$ cat src/rtl/hss_pkg.sv
package hss_pkg;

  typedef enum logic {
    TAG_SCRIPT,
    TAG_STYLE
  } tag_kind_t;

  // One word on the byte stream between stages; has clear marks an empty end-of-string word
  typedef struct packed {
    logic [7:0] data;
    logic       has;
    logic       last;
  } hss_item_t;

  localparam logic [7:0] LT_CHAR = 8'h3C;

  localparam int SCRIPT_OPEN_LEN  = 6;
  localparam int SCRIPT_CLOSE_LEN = 9;
  localparam int STYLE_OPEN_LEN   = 5;
  localparam int STYLE_CLOSE_LEN  = 8;

  // First character sits in the top byte
  localparam logic [8*SCRIPT_OPEN_LEN-1:0]  SCRIPT_OPEN  = "script";
  localparam logic [8*SCRIPT_CLOSE_LEN-1:0] SCRIPT_CLOSE = "</script>";
  localparam logic [8*STYLE_OPEN_LEN-1:0]   STYLE_OPEN   = "style";
  localparam logic [8*STYLE_CLOSE_LEN-1:0]  STYLE_CLOSE  = "</style>";

  function automatic logic [7:0] fold_case(logic [7:0] c);
    logic [7:0] r;
    r = c;
    if (c >= 8'h41 && c <= 8'h5A) begin
      r = c + 8'h20;
    end
    return r;
  endfunction

  function automatic int open_len(tag_kind_t kind);
    return (kind == TAG_SCRIPT) ? SCRIPT_OPEN_LEN : STYLE_OPEN_LEN;
  endfunction

  function automatic int close_len(tag_kind_t kind);
    return (kind == TAG_SCRIPT) ? SCRIPT_CLOSE_LEN : STYLE_CLOSE_LEN;
  endfunction

  // Letter expected after the opening bracket, lower case
  function automatic logic [7:0] open_letter(tag_kind_t kind, int idx);
    logic [7:0] c;
    c = 8'h00;
    if (kind == TAG_SCRIPT) begin
      if (idx >= 0 && idx < SCRIPT_OPEN_LEN) begin
        c = SCRIPT_OPEN[8*(SCRIPT_OPEN_LEN-1-idx) +: 8];
      end
    end else begin
      if (idx >= 0 && idx < STYLE_OPEN_LEN) begin
        c = STYLE_OPEN[8*(STYLE_OPEN_LEN-1-idx) +: 8];
      end
    end
    return c;
  endfunction

  function automatic logic [7:0] close_char(tag_kind_t kind, int idx);
    logic [7:0] c;
    c = 8'h00;
    if (kind == TAG_SCRIPT) begin
      if (idx >= 0 && idx < SCRIPT_CLOSE_LEN) begin
        c = SCRIPT_CLOSE[8*(SCRIPT_CLOSE_LEN-1-idx) +: 8];
      end
    end else begin
      if (idx >= 0 && idx < STYLE_CLOSE_LEN) begin
        c = STYLE_CLOSE[8*(STYLE_CLOSE_LEN-1-idx) +: 8];
      end
    end
    return c;
  endfunction

endpackage

$ cat src/rtl/hss_filter.sv
module hss_filter import hss_pkg::*; #(
  parameter tag_kind_t KIND = TAG_SCRIPT
) (
  input  logic      clk,
  input  logic      rst,
  input  logic      clear,
  input  logic      en,
  input  logic      in_valid,
  output logic      in_ready,
  input  hss_item_t in_item,
  output logic      out_valid,
  input  logic      out_ready,
  output hss_item_t out_item
);

  localparam int OPEN_LEN  = open_len(KIND);
  localparam int CLOSE_LEN = close_len(KIND);
  localparam int CW        = $clog2(OPEN_LEN + 1);
  localparam int KW        = $clog2(CLOSE_LEN);
  localparam int HD        = OPEN_LEN - 1;
  localparam int HW        = $clog2(HD);

  typedef enum logic [1:0] {
    TAIL_NONE,
    TAIL_BYTE,
    TAIL_MARK
  } tail_t;

  // Words owed for one accepted word: fcnt held bytes, then the tail
  typedef struct packed {
    logic [CW-1:0] fcnt;
    tail_t         tail;
    logic [7:0]    tbyte;
    logic          tlast;
  } plan_t;

  logic          skipping;
  logic          skipping_next;
  logic [CW-1:0] open_cnt;
  logic [CW-1:0] open_cnt_next;
  logic [KW-1:0] close_cnt;
  logic [KW-1:0] close_cnt_next;
  logic [7:0]    held [HD];
  logic          held_we;
  logic          busy;
  logic [CW-1:0] pos;
  plan_t         plan_reg;
  plan_t         plan_new;
  plan_t         plan_cur;
  logic [CW-1:0] e;
  logic [CW:0]   e1;
  logic          has_elem;
  logic          more;
  hss_item_t     elem;
  logic          can_load;
  logic          accept;
  logic          emit;
  logic          letter_match;
  logic          close_match;
  logic          is_lt;

  assign can_load = !out_valid || out_ready;
  assign in_ready = !busy && can_load;
  assign accept   = in_valid && in_ready;

  assign letter_match = fold_case(in_item.data) == open_letter(KIND, int'(open_cnt) - 1);
  assign close_match  = in_item.data == close_char(KIND, int'(close_cnt));
  assign is_lt        = in_item.data == LT_CHAR;

  always_comb begin
    plan_new       = '{fcnt: '0, tail: TAIL_NONE, tbyte: in_item.data, tlast: in_item.last};
    skipping_next  = skipping;
    open_cnt_next  = open_cnt;
    close_cnt_next = close_cnt;
    held_we        = 1'b0;
    if (!en) begin
      plan_new.tail  = in_item.has ? TAIL_BYTE : TAIL_MARK;
      plan_new.tbyte = in_item.has ? in_item.data : 8'h00;
    end else if (!in_item.has) begin
      // end of string from upstream with nothing attached: flush and reset
      plan_new.fcnt  = open_cnt;
      plan_new.tail  = (open_cnt == '0) ? TAIL_MARK : TAIL_NONE;
      plan_new.tbyte = 8'h00;
      skipping_next  = 1'b0;
      open_cnt_next  = '0;
      close_cnt_next = '0;
    end else if (skipping) begin
      if (close_match) begin
        if (int'(close_cnt) == CLOSE_LEN - 1) begin
          skipping_next  = 1'b0;
          close_cnt_next = '0;
        end else begin
          close_cnt_next = close_cnt + 1'b1;
        end
      end else begin
        close_cnt_next = is_lt ? KW'(1) : '0;
      end
      if (in_item.last) begin
        plan_new.tail  = TAIL_MARK;
        plan_new.tbyte = 8'h00;
        skipping_next  = 1'b0;
        close_cnt_next = '0;
      end
    end else if (open_cnt != '0 && letter_match) begin
      if (int'(open_cnt) == OPEN_LEN) begin
        // opening complete: drop held bytes, start skipping unless this byte ends the string
        skipping_next  = !in_item.last;
        open_cnt_next  = '0;
        close_cnt_next = '0;
        if (in_item.last) begin
          plan_new.tail  = TAIL_MARK;
          plan_new.tbyte = 8'h00;
        end
      end else begin
        held_we       = 1'b1;
        open_cnt_next = open_cnt + 1'b1;
        if (in_item.last) begin
          plan_new.fcnt = open_cnt + 1'b1;
          open_cnt_next = '0;
        end
      end
    end else begin
      // no partial opening, or it failed: flush what is held, then take the byte afresh
      plan_new.fcnt = open_cnt;
      if (is_lt && !in_item.last) begin
        open_cnt_next = CW'(1);
      end else begin
        open_cnt_next = '0;
        plan_new.tail = TAIL_BYTE;
      end
    end
  end

  always_comb begin
    plan_cur = busy ? plan_reg : plan_new;
    e        = busy ? pos : '0;
    e1       = {1'b0, e} + 1'b1;
    has_elem = (e < plan_cur.fcnt) || (e == plan_cur.fcnt && plan_cur.tail != TAIL_NONE);
    more     = (e1 < {1'b0, plan_cur.fcnt})
               || (e1 == {1'b0, plan_cur.fcnt} && plan_cur.tail != TAIL_NONE);
    if (e < plan_cur.fcnt) begin
      elem.data = (e == '0) ? LT_CHAR : held[HW'(e - 1'b1)];
      elem.has  = 1'b1;
      elem.last = plan_cur.tlast && plan_cur.tail == TAIL_NONE
                  && e1 == {1'b0, plan_cur.fcnt};
    end else begin
      elem.data = plan_cur.tbyte;
      elem.has  = plan_cur.tail == TAIL_BYTE;
      elem.last = plan_cur.tlast;
    end
    emit = (busy || accept) && can_load && has_elem;
  end

  always_ff @(posedge clk) begin
    if (rst || clear) begin
      skipping  <= 1'b0;
      open_cnt  <= '0;
      close_cnt <= '0;
      busy      <= 1'b0;
      out_valid <= 1'b0;
    end else begin
      if (accept) begin
        skipping  <= skipping_next;
        open_cnt  <= open_cnt_next;
        close_cnt <= close_cnt_next;
      end
      if (emit) begin
        out_valid <= 1'b1;
        busy      <= more;
      end else if (out_valid && out_ready) begin
        out_valid <= 1'b0;
      end
    end
  end

  always_ff @(posedge clk) begin
    if (accept && held_we) begin
      held[HW'(open_cnt - 1'b1)] <= in_item.data;
    end
    if (emit) begin
      out_item <= elem;
      pos      <= e1[CW-1:0];
      plan_reg <= plan_cur;
    end
  end

endmodule

$ cat src/rtl/hss_queue.sv
module hss_queue import hss_pkg::*; #(
  parameter int DEPTH = 2
) (
  input  logic      clk,
  input  logic      rst,
  input  logic      in_valid,
  output logic      in_ready,
  input  hss_item_t in_item,
  output logic      out_valid,
  input  logic      out_ready,
  output hss_item_t out_item
);

  localparam int AW = $clog2(DEPTH);
  localparam int NW = $clog2(DEPTH + 1);

  hss_item_t     slots [DEPTH];
  logic [AW-1:0] wr_ptr;
  logic [AW-1:0] rd_ptr;
  logic [NW-1:0] count;
  logic          push;
  logic          pop;

  assign in_ready  = count != NW'(DEPTH);
  assign out_valid = count != '0;
  assign out_item  = slots[rd_ptr];
  assign push      = in_valid && in_ready;
  assign pop       = out_valid && out_ready;

  always_ff @(posedge clk) begin
    if (rst) begin
      wr_ptr <= '0;
      rd_ptr <= '0;
      count  <= '0;
    end else begin
      if (push) begin
        wr_ptr <= (wr_ptr == AW'(DEPTH - 1)) ? '0 : wr_ptr + 1'b1;
      end
      if (pop) begin
        rd_ptr <= (rd_ptr == AW'(DEPTH - 1)) ? '0 : rd_ptr + 1'b1;
      end
      if (push && !pop) begin
        count <= count + 1'b1;
      end else if (pop && !push) begin
        count <= count - 1'b1;
      end
    end
  end

  always_ff @(posedge clk) begin
    if (push) begin
      slots[wr_ptr] <= in_item;
    end
  end

endmodule

$ cat src/rtl/html_script_style_stripper.sv
// Byte-stream HTML stripper. With html_mode set, blocks from a case-insensitive
// "<script" up to an exact "</script>" are dropped, then the same for "<style" /
// "</style>"; an unclosed block drops the rest of the string, and a partial opening
// is held back until it matches or fails. With html_mode clear, bytes pass unchanged.
// Throughput is one byte per cycle while the output is not held back. A failed
// partial opening, or the end of a string with bytes still held, makes that filter
// stage replay its held bytes one word per cycle, as the output allows, while it
// stalls its input. A string that leaves nothing to send ends in one word with tuser
// clear, tdata zero and tlast set. Data is registered in the script stage, then in
// the queue, then in the style stage. Writing html_mode clears both stages; write it
// only while the block is idle.
module html_script_style_stripper import hss_pkg::*; #(
  parameter int QUEUE_DEPTH = 2
) (
  input  logic       clk,
  input  logic       rst,
  input  logic       html_mode_we,
  input  logic       html_mode,
  input  logic       s_axis_tvalid,
  output logic       s_axis_tready,
  input  logic [7:0] s_axis_tdata,   // [7:0] in_byte
  input  logic       s_axis_tlast,
  output logic       m_axis_tvalid,
  input  logic       m_axis_tready,
  output logic [7:0] m_axis_tdata,   // [7:0] out_byte
  output logic       m_axis_tuser,   // [0] has_byte
  output logic       m_axis_tlast
);

  logic      mode;
  hss_item_t in_item;
  logic      mid_valid;
  logic      mid_ready;
  hss_item_t mid_item;
  logic      q_valid;
  logic      q_ready;
  hss_item_t q_item;
  hss_item_t out_item;

  always_ff @(posedge clk) begin
    if (rst) begin
      mode <= 1'b0;
    end else if (html_mode_we) begin
      mode <= html_mode;
    end
  end

  assign in_item = '{data: s_axis_tdata, has: 1'b1, last: s_axis_tlast};

  hss_filter #(
    .KIND(TAG_SCRIPT)
  ) u_script (
    .clk      (clk),
    .rst      (rst),
    .clear    (html_mode_we),
    .en       (mode),
    .in_valid (s_axis_tvalid),
    .in_ready (s_axis_tready),
    .in_item  (in_item),
    .out_valid(mid_valid),
    .out_ready(mid_ready),
    .out_item (mid_item)
  );

  hss_queue #(
    .DEPTH(QUEUE_DEPTH)
  ) u_queue (
    .clk      (clk),
    .rst      (rst),
    .in_valid (mid_valid),
    .in_ready (mid_ready),
    .in_item  (mid_item),
    .out_valid(q_valid),
    .out_ready(q_ready),
    .out_item (q_item)
  );

  hss_filter #(
    .KIND(TAG_STYLE)
  ) u_style (
    .clk      (clk),
    .rst      (rst),
    .clear    (html_mode_we),
    .en       (mode),
    .in_valid (q_valid),
    .in_ready (q_ready),
    .in_item  (q_item),
    .out_valid(m_axis_tvalid),
    .out_ready(m_axis_tready),
    .out_item (out_item)
  );

  assign m_axis_tdata = out_item.data;
  assign m_axis_tuser = out_item.has;
  assign m_axis_tlast = out_item.last;

endmodule

$ cat config.mk
export PLATFORM = sky130hd
export DESIGN_NAME = html_script_style_stripper
export DESIGN_NICKNAME = d
export VERILOG_FILES = /design/src/rtl/hss_pkg.sv /design/src/rtl/hss_filter.sv /design/src/rtl/hss_queue.sv /design/src/rtl/html_script_style_stripper.sv
export SDC_FILE = /design/constraint.sdc
export NUM_CORES = 1
export LEC_CHECK = 0
export BUFFER_PORTS_ARGS = -buffer_cell sky130_fd_sc_hd__buf_4
export CORE_MARGIN = 4
export CORE_UTILIZATION = 29
export DETAILED_ROUTE_END_ITERATION = 10
export PLACE_DENSITY = 0.54
export RECOVER_POWER = 100
export SYNTH_ARGS = -nofsm -noshare
export SYNTH_HDL_FRONTEND = slang
export SYNTH_HIERARCHICAL = 1
export SYNTH_SLANG_ARGS = --single-unit
$ cat constraint.sdc
create_clock -name clk -period 18.8 [get_ports clk]
set_input_delay 2.82 -clock clk [delete_from_list [all_inputs] [get_ports clk]]
set_output_delay 2.82 -clock clk [all_outputs]
set_load 0.02 [all_outputs]
==> Word-level counts from Yosys, hierarchy flattened <==
Memory sizes are Yosys's and may differ from the RTL's. A register that Yosys moved wholly into a read port is not among the register bits.
Cells that the tools add are included.
{ "totals": {"ff_bits": 78, "latch_bits": 0, "mem_bits_rw": 92, "romBits": 0, "inputBits": 15, "output_inout_bits": 12, "word_cells": 263, "mem_count": 3} }
{ "mem_list": {"columns": ["name", "words", "word_bits", "read_ports", "rd_clocked_by_memory_dff", "wr", "line", "rtl"], "rows": [
  ["u_script.held", 5, 8, 1, 0, 1, "hss_filter.sv:43", "logic [7:0] held [HD];"],
  ["u_style.held", 4, 8, 1, 0, 1, "hss_filter.sv:43", null],
  ["u_queue.slots", 2, 10, 1, 1, 1, "hss_queue.sv:17", "hss_item_t slots [DEPTH];"]
]} }
{ "classes": {"add_sub_neg": 22, "multipliers": 0, "div": 0, "order_cmp": 13, "n_eq_ne": 20, "n_shift": 4, "mux": 102, "n_bitwise": 1, "n_reduce_logical": 68} }
{ "op_table": {"columns": ["cell", "count"], "rows": [
  ["$mux 10", 10],
  ["$mux 8", 10],
  ["$mux 3", 25],
  ["$shiftx 72x32->8 const A", 1],
  ["$shiftx 64x32->8 const A", 1],
  ["$shiftx 48x32->8 const A", 1],
  ["$mux 1", 42],
  ["$shiftx 40x32->8 const A", 1],
  ["$eq 8x8->1", 4],
  ["$logic_and 1x1->1", 30],
  ["$mux 14", 2],
  ["$mux 4", 6],
  ["$add 8x6->8 const B", 2],
  ["$eq 8x6->1 const B", 2],
  ["$ge 8x7->1 const B", 2],
  ["$le 8x7->1 const B", 2],
  ["$reduce_bool 2->1", 8],
  ["$sub 4x4->5 const A", 3],
  ["$mux 13", 1],
  ["$lt 4x4->1 const B", 3],
  ["$mux 5", 2],
  ["$add 3x1->3 const B", 3],
  ["$logic_not 3->1", 3],
  ["$logic_or 1x1->1", 9],
  ["other kinds (28)", 57]
]} }

==> Depth between registers and ports, before layout <==
{ "logic_depth": {"ltp_word": 16, "ltp_mapped": 23, "ltp_nobuf": 21} }

==> Modules after synthesis <==
The synthesis kept the hierarchy.
{ "by_module_without_submodules": {"columns": ["mod", "n_inst", "cells_each", "area_per_inst_um2", "seq_area_each_um2"], "rows": [
  ["hss_filter at u_script", 1, 389, 4414.2, 2212.1],
  ["hss_filter at u_style", 1, 334, 3950.0, 1951.9],
  ["hss_queue", 1, 55, 940.9, 700.7],
  ["html_script_style_stripper", 1, 4, 37.5, 20.0]
]} }

==> Worst setup path before layout <==
No wires, ideal clock.
{ "synth_path": {"kind": "in2reg", "startpoint": "input s_axis_tdata[1]", "endpoint": "register u_script/out_item[0] in the netlist's numbering (enable)", "setup_time_ns": 0.412, "arrival_ns": 6.770, "required_time_ns": 18.388, "slack_ns": 11.618, "stages": 16, "n_path_buf": 1, "path_cell_list": "clkbuf_1 -> nor4_1 -> a21oi_1 -> a2111oi_2 -> or3_4 -> nor3_4 -> nand2_1 -> or3_1 -> o21a_1 -> ha_1 -> nor2b_1 -> o21ai_0 -> nand2b_1 -> a21oi_1 -> o21ai_2 -> nor2_1"} }
{ "synth_via": {"elab_chain_len": 13} }
{ "synth_lines": {"columns": ["item", "line", "rtl"], "rows": [
  ["start: declaration", "html_script_style_stripper.sv:21", "input logic [7:0] s_axis_tdata,"],
  ["$ge 8x7->1 / $le 8x7->1 (equally long branches)", "hss_pkg.sv:31", "if (c >= 8'h41 && c <= 8'h5A) begin"],
  ["$logic_and 1x1->1", "hss_pkg.sv:31", null],
  ["$mux 8", "hss_pkg.sv:31", null],
  ["$eq 8x8->1", "hss_filter.sv:66", "assign letter_match = fold_case(in_item.data) == open_letter(KIND, int'(open_cnt) - 1);"],
  ["$logic_and 1x1->1", "hss_filter.sv:104", "end else if (open_cnt != '0 && letter_match) begin"],
  ["$mux 5 *", "hss_filter.sv:104", null],
  ["$mux 3 / $mux 10 (equally long branches)", "hss_filter.sv:87", "end else if (skipping) begin"],
  ["$mux 3 / $mux 10 (equally long branches)", "hss_filter.sv:76", "if (!en) begin"],
  ["$mux 14 *", "hss_filter.sv:135", "plan_cur = busy ? plan_reg : plan_new;"],
  ["branches (longest 2 deep; another with $lt 3x3->1)", null, null],
  ["$logic_or 1x1->1 *", "hss_filter.sv:138", "has_elem = (e < plan_cur.fcnt) || (e == plan_cur.fcnt && plan_cur.tail != TAIL_NONE);"],
  ["$logic_and 1x1->1 *", "hss_filter.sv:151", "emit = (busy || accept) && can_load && has_elem;"],
  ["named net u_script.emit", "hss_filter.sv:57", "logic emit;"],
  ["end signal: assignment", "hss_filter.sv:181", "out_item <= elem;"],
  ["end: declaration", "hss_filter.sv:13", "output hss_item_t out_item"]
]} }
Mark *: on every way through the listed nets, which the timed path passes.
A chain may end at the register's enable or synchronous reset.

==> Worst setup path after layout <==
{ "layout_path": {"startpoint": "input s_axis_tdata[5]", "endpoint": "register u_script/plan_reg[4] in the netlist's numbering (enable)"} }
{ "layout_via": {"elab_chain_len": 13} }
{ "layout_lines": {"columns": ["item", "line", "rtl"], "rows": [
  ["$ge 8x7->1 / $le 8x7->1 (equally long branches)", "hss_pkg.sv:31", null],
  ["$logic_and 1x1->1", "hss_pkg.sv:31", null],
  ["$mux 8", "hss_pkg.sv:31", null],
  ["$eq 8x8->1", "hss_filter.sv:66", null],
  ["$logic_and 1x1->1", "hss_filter.sv:104", null],
  ["$mux 5 *", "hss_filter.sv:104", null],
  ["$mux 3 / $mux 10 (equally long branches)", "hss_filter.sv:87", null],
  ["$mux 3 / $mux 10 (equally long branches)", "hss_filter.sv:76", null],
  ["$mux 14 *", "hss_filter.sv:135", null],
  ["branches (longest 2 deep; another with $lt 3x3->1)", null, null],
  ["$logic_or 1x1->1 *", "hss_filter.sv:138", null],
  ["$logic_and 1x1->1 *", "hss_filter.sv:151", null],
  ["named net u_script.emit", "hss_filter.sv:57", null],
  ["end signal: assignment", "hss_filter.sv:183", "plan_reg <= plan_cur;"],
  ["end: declaration", "hss_filter.sv:47", "plan_t plan_reg;"]
]} }
Marks and branches as above.

==> metrics.txt <==
Peak VDD IR=0.0000662 V; worst r2r src=u_script/open_cnt[0]$_SDFFE_PP0P_; antenna-violating nets left=0; largest net degree at the start of global routing=29; CP startpoint kind=input pin; first-pass GRT wire length=32,200 um; PwrDens=slightly above 100 nW/um^2; Final Hold Viols=0; CP Buf/Inv Count=2; area of the mapped netlist=9340 sq um; Seq cells post-synth=171; # rows=65; Slew headroom=-0.0285; height of the die=around 190 um; Simple-Gate Fraction of Synth Area=0.129; Clock Skews=0.00596 ns; largest family of logic cells by synthesized area=compound AO/OA/AOI/OAI gates; CTS resizes=0; maxcap violations=1; Post-CTS Hold Buffers=0; Slew Viols, Final=29; Routed WL per cell=16.5 um; Synth Area in Compound Gates=0.162; initial core utilization=0.295; Top Family by Delay on Critical Path=simple AND/OR/NAND/NOR gates; number of global-route vias before repair=between 5,000 and 6,000; post-DR vias/cell=5.12; Initial DRT Pass Iterations=4; Syn Area/Cell=~12 sq um; reg-to-reg endpoint=u_script/plan_reg[4]$_DFFE_PP_; # setup viols final=0; Worst-Margin Slew=1.54 ns; status=complete, but fails checks; cell count along the critical path=18; CTS Sinks=around 170; H-tree depth=4; ant diodes=0; Clock Pin Slew Worst Setup and Hold Paths=about 0.06 ns; Synth Area in XOR/XNOR=0.0229; RSZ-0062 raised after global routing=no; CTS Buf Count=17; CP Max Fanout=28; Syn Inst Count=782; post-synthesis sequential area ratio=0.523; Ports=27; Core Region=roughly 32,000 sq um; die span in x=187 um; HP Class=reg -> reg; most used routing layer in global routing=met2; CP endpoint=u_script/plan_reg[4]$_DFFE_PP_; Post-synth EDFFs=approximately 150; Root Driver=clkbuf_16; max reg flops=40; CTS Buffer Depth=2; HPWL Detailed=approximately 13,000 um; crit-path cells=clkbuf_1 -> ha_1 -> nand4bb_1 -> a21oi_1 -> a2111oi_2 -> or3_4 -> nor3_1 -> nand2_1 -> or3_1 -> o21a_1 -> ha_1 -> nor2b_1 -> o21ai_0 -> nand2b_1 -> a21oi_1 -> o21ai_0 -> nor2_2 -> clkbuf_1; grt ovf=0; FFs w/ async S/R, synth=0; Pleak=roughly 3.4 nW; Clock Latency Late Sink=0.43 ns; area share of fa/ha/maj cells after synthesis=0.0603; post-synthesis net count=842; failing checks=max-capacitance violations, max-slew violations; Regs by FF count=u_script/held (40), u_style/held (32), u_queue/slots (20); met1 GRT Util=0.156; Port Buffers=26; DR iter-0 viols=430; synthesis-to-finish area growth=9.62%; Post-CTS Repair Setup Buffers=0; crit path kind=in -> reg; grt met2 use=0.182; final-stage net count=between 800 and 900; ratio of final minimum period to clock period=0.428; Ys Warns=6; Required @ worst endpoint=about 19 ns; Top reg by flops=u_script/held; Setup crit end kind=register; total vias in the final route=a little over 6,000; post-layout util=0.324; Post-synth top flop=edfxtp_1; Critical Path Slowest Stage Cell=clkbuf_1; Routed WL=19,900 um; # DRC=0; CTS tree=yes; routability cong.=around 0.8; Worst R2R Setup Slack=between 10 and 15 ns; fmax=around 120 MHz; share of layout cells above drive strength 1=0.0973; total die area=around 35,000 sq um; mux cell area share after synthesis=0.0662; antenna violations before repair=0; unique cell type count in the Yosys netlist=96; min Tclk post-route=8.04 ns; CP peak stage delay=roughly 1.1 ns; CP startpoint=s_axis_tdata[5]; worst path arrival time=a little over 8 ns; GRT met3 Usage=0.0276; worst reg2reg path depth=20; Post-Route Setup TNS=0 ns; gr usage total=0.113
stage by stage:
stage / hold WS [ns] / std cells / total power, W / setup slack, ns / area (sq um)
floorplan: 0.421 / 782 / 0.000686 / 11.62 / 9340
global placement: 0.422 / 1172 / 0.000756 / 11.82 / 9890
detailed placement: 0.434 / 1172 / 0.000759 / 11.73 / 9890
CTS: 0.449 / 1204 / 0.00108 / 12.18 / 10400
global route: 0.460 / 1204 / 0.00111 / 10.17 / 10200
finish: 0.446 / 1204 / 0.00105 / 10.76 / 10200
routing by layer:
layer	part of all wire	up-vias
met2	0.47	96
met3	0.031	13
met5	0	-
met1	0.49	3045
met4	0.010	0
li1	-	3010
report_power, final:
group	switching, W	internal (W)	total, W
clock	0.000151	0.000168	0.000320
combinational	0.000147	0.0000758	0.000223
sequential	0.0000225	0.000486	0.000509
total	0.000321	0.000730	0.00105
cells by family (layout without fill, tap and decap cells):
| family | after synthesis | after routing |
|---|---|---|
| AND/OR/NAND/NOR | 220 | 220 |
| XOR/XNOR | 22 | 22 |
| AO/OA/AOI/OAI | 200 | 200 |
| adder cells (fa/ha/maj) | 45 | 45 |
| flip-flops | 171 | 171 |
| multiplexers | 40 | 40 |
| buffers and inverters | 83 | 103 |
| other | 1 | 1 |
how the worst min path moves through the flow:
stage                                                   from  cells past startpoint  slack (ns)                       endpoint
after floorplan               u_script/out_item[0]$_DFFE_PP_                      0        0.42  u_queue/slots[0][0]$_DFFE_PP_
final                         u_script/out_item[3]$_DFFE_PP_                      0        0.45  u_queue/slots[0][3]$_DFFE_PP_
after global placement    u_script/out_item[1]$_SDFFCE_PN1P_                      0        0.42  u_queue/slots[0][1]$_DFFE_PP_
after detailed placement      u_script/out_item[3]$_DFFE_PP_                      0        0.43  u_queue/slots[0][3]$_DFFE_PP_
after global routing      u_script/out_item[1]$_SDFFCE_PN1P_                      0        0.46  u_queue/slots[1][1]$_DFFE_PP_
after CTS                     u_script/out_item[3]$_DFFE_PP_                      0        0.45  u_queue/slots[0][3]$_DFFE_PP_
area by class of cell:
type | instances | area, sq um
fillers | 3191 | 21400
flip-flops and latches | 171 | 4880
multi-input cells | 528 | 4050
well taps | 402 | 503
clock buffers | 17 | 425
inverters | 41 | 154
repair buffers | 30 | 128
clock inverters | 15 | 98.8
placed cells by master (no fill, tap or decap), types with 6 or more instances in the layout:
master	count
clkbuf_16	17
a22oi_1	6
and3_1	11
edfxtp_1	146
nor3_1	15
a211oi_1	8
nor2b_1	19
or2_2	8
o21a_1	8
nand2_1	49
ha_1	45
a22o_1	17
a21oi_1	40
nand3_1	19
o22ai_1	6
dfxtp_1	25
o21ai_0	33
nand2b_1	9
mux2i_1	10
mux2_1	9
a31oi_1	8
o2bb2ai_1	6
inv_1	41
clkbuf_1	26
o31a_1	6
o22a_1	6
and2_0	8
nor2_1	41
mux4_2	16
xnor2_1	15
synth_stat cells, drive strengths merged, types with 16 or more instances:
library cell / instances / area [sq um]
a21oi: 41 / 209
a22o: 17 / 149
clkbuf: 31 / 119
dfxtp: 25 / 500
edfxtp: 146 / 4380
ha: 45 / 563
inv: 41 / 154
mux4: 16 / 360
nand2: 49 / 184
nand3: 19 / 95.1
nor2: 42 / 158
nor2b: 19 / 119
o21ai: 34 / 174
worst register-to-register path, delay by kind of cell, from the launching register on:
family	cells	cell delay, ns
flops	1	0.62
simple gates	7	1.98
fa+ha+maj	3	1.05
mux	2	0.55
compound gates	5	1.22
buf+inv	2	1.32
xor+xnor	1	0.32
Power figures use the tool's default switching activity.
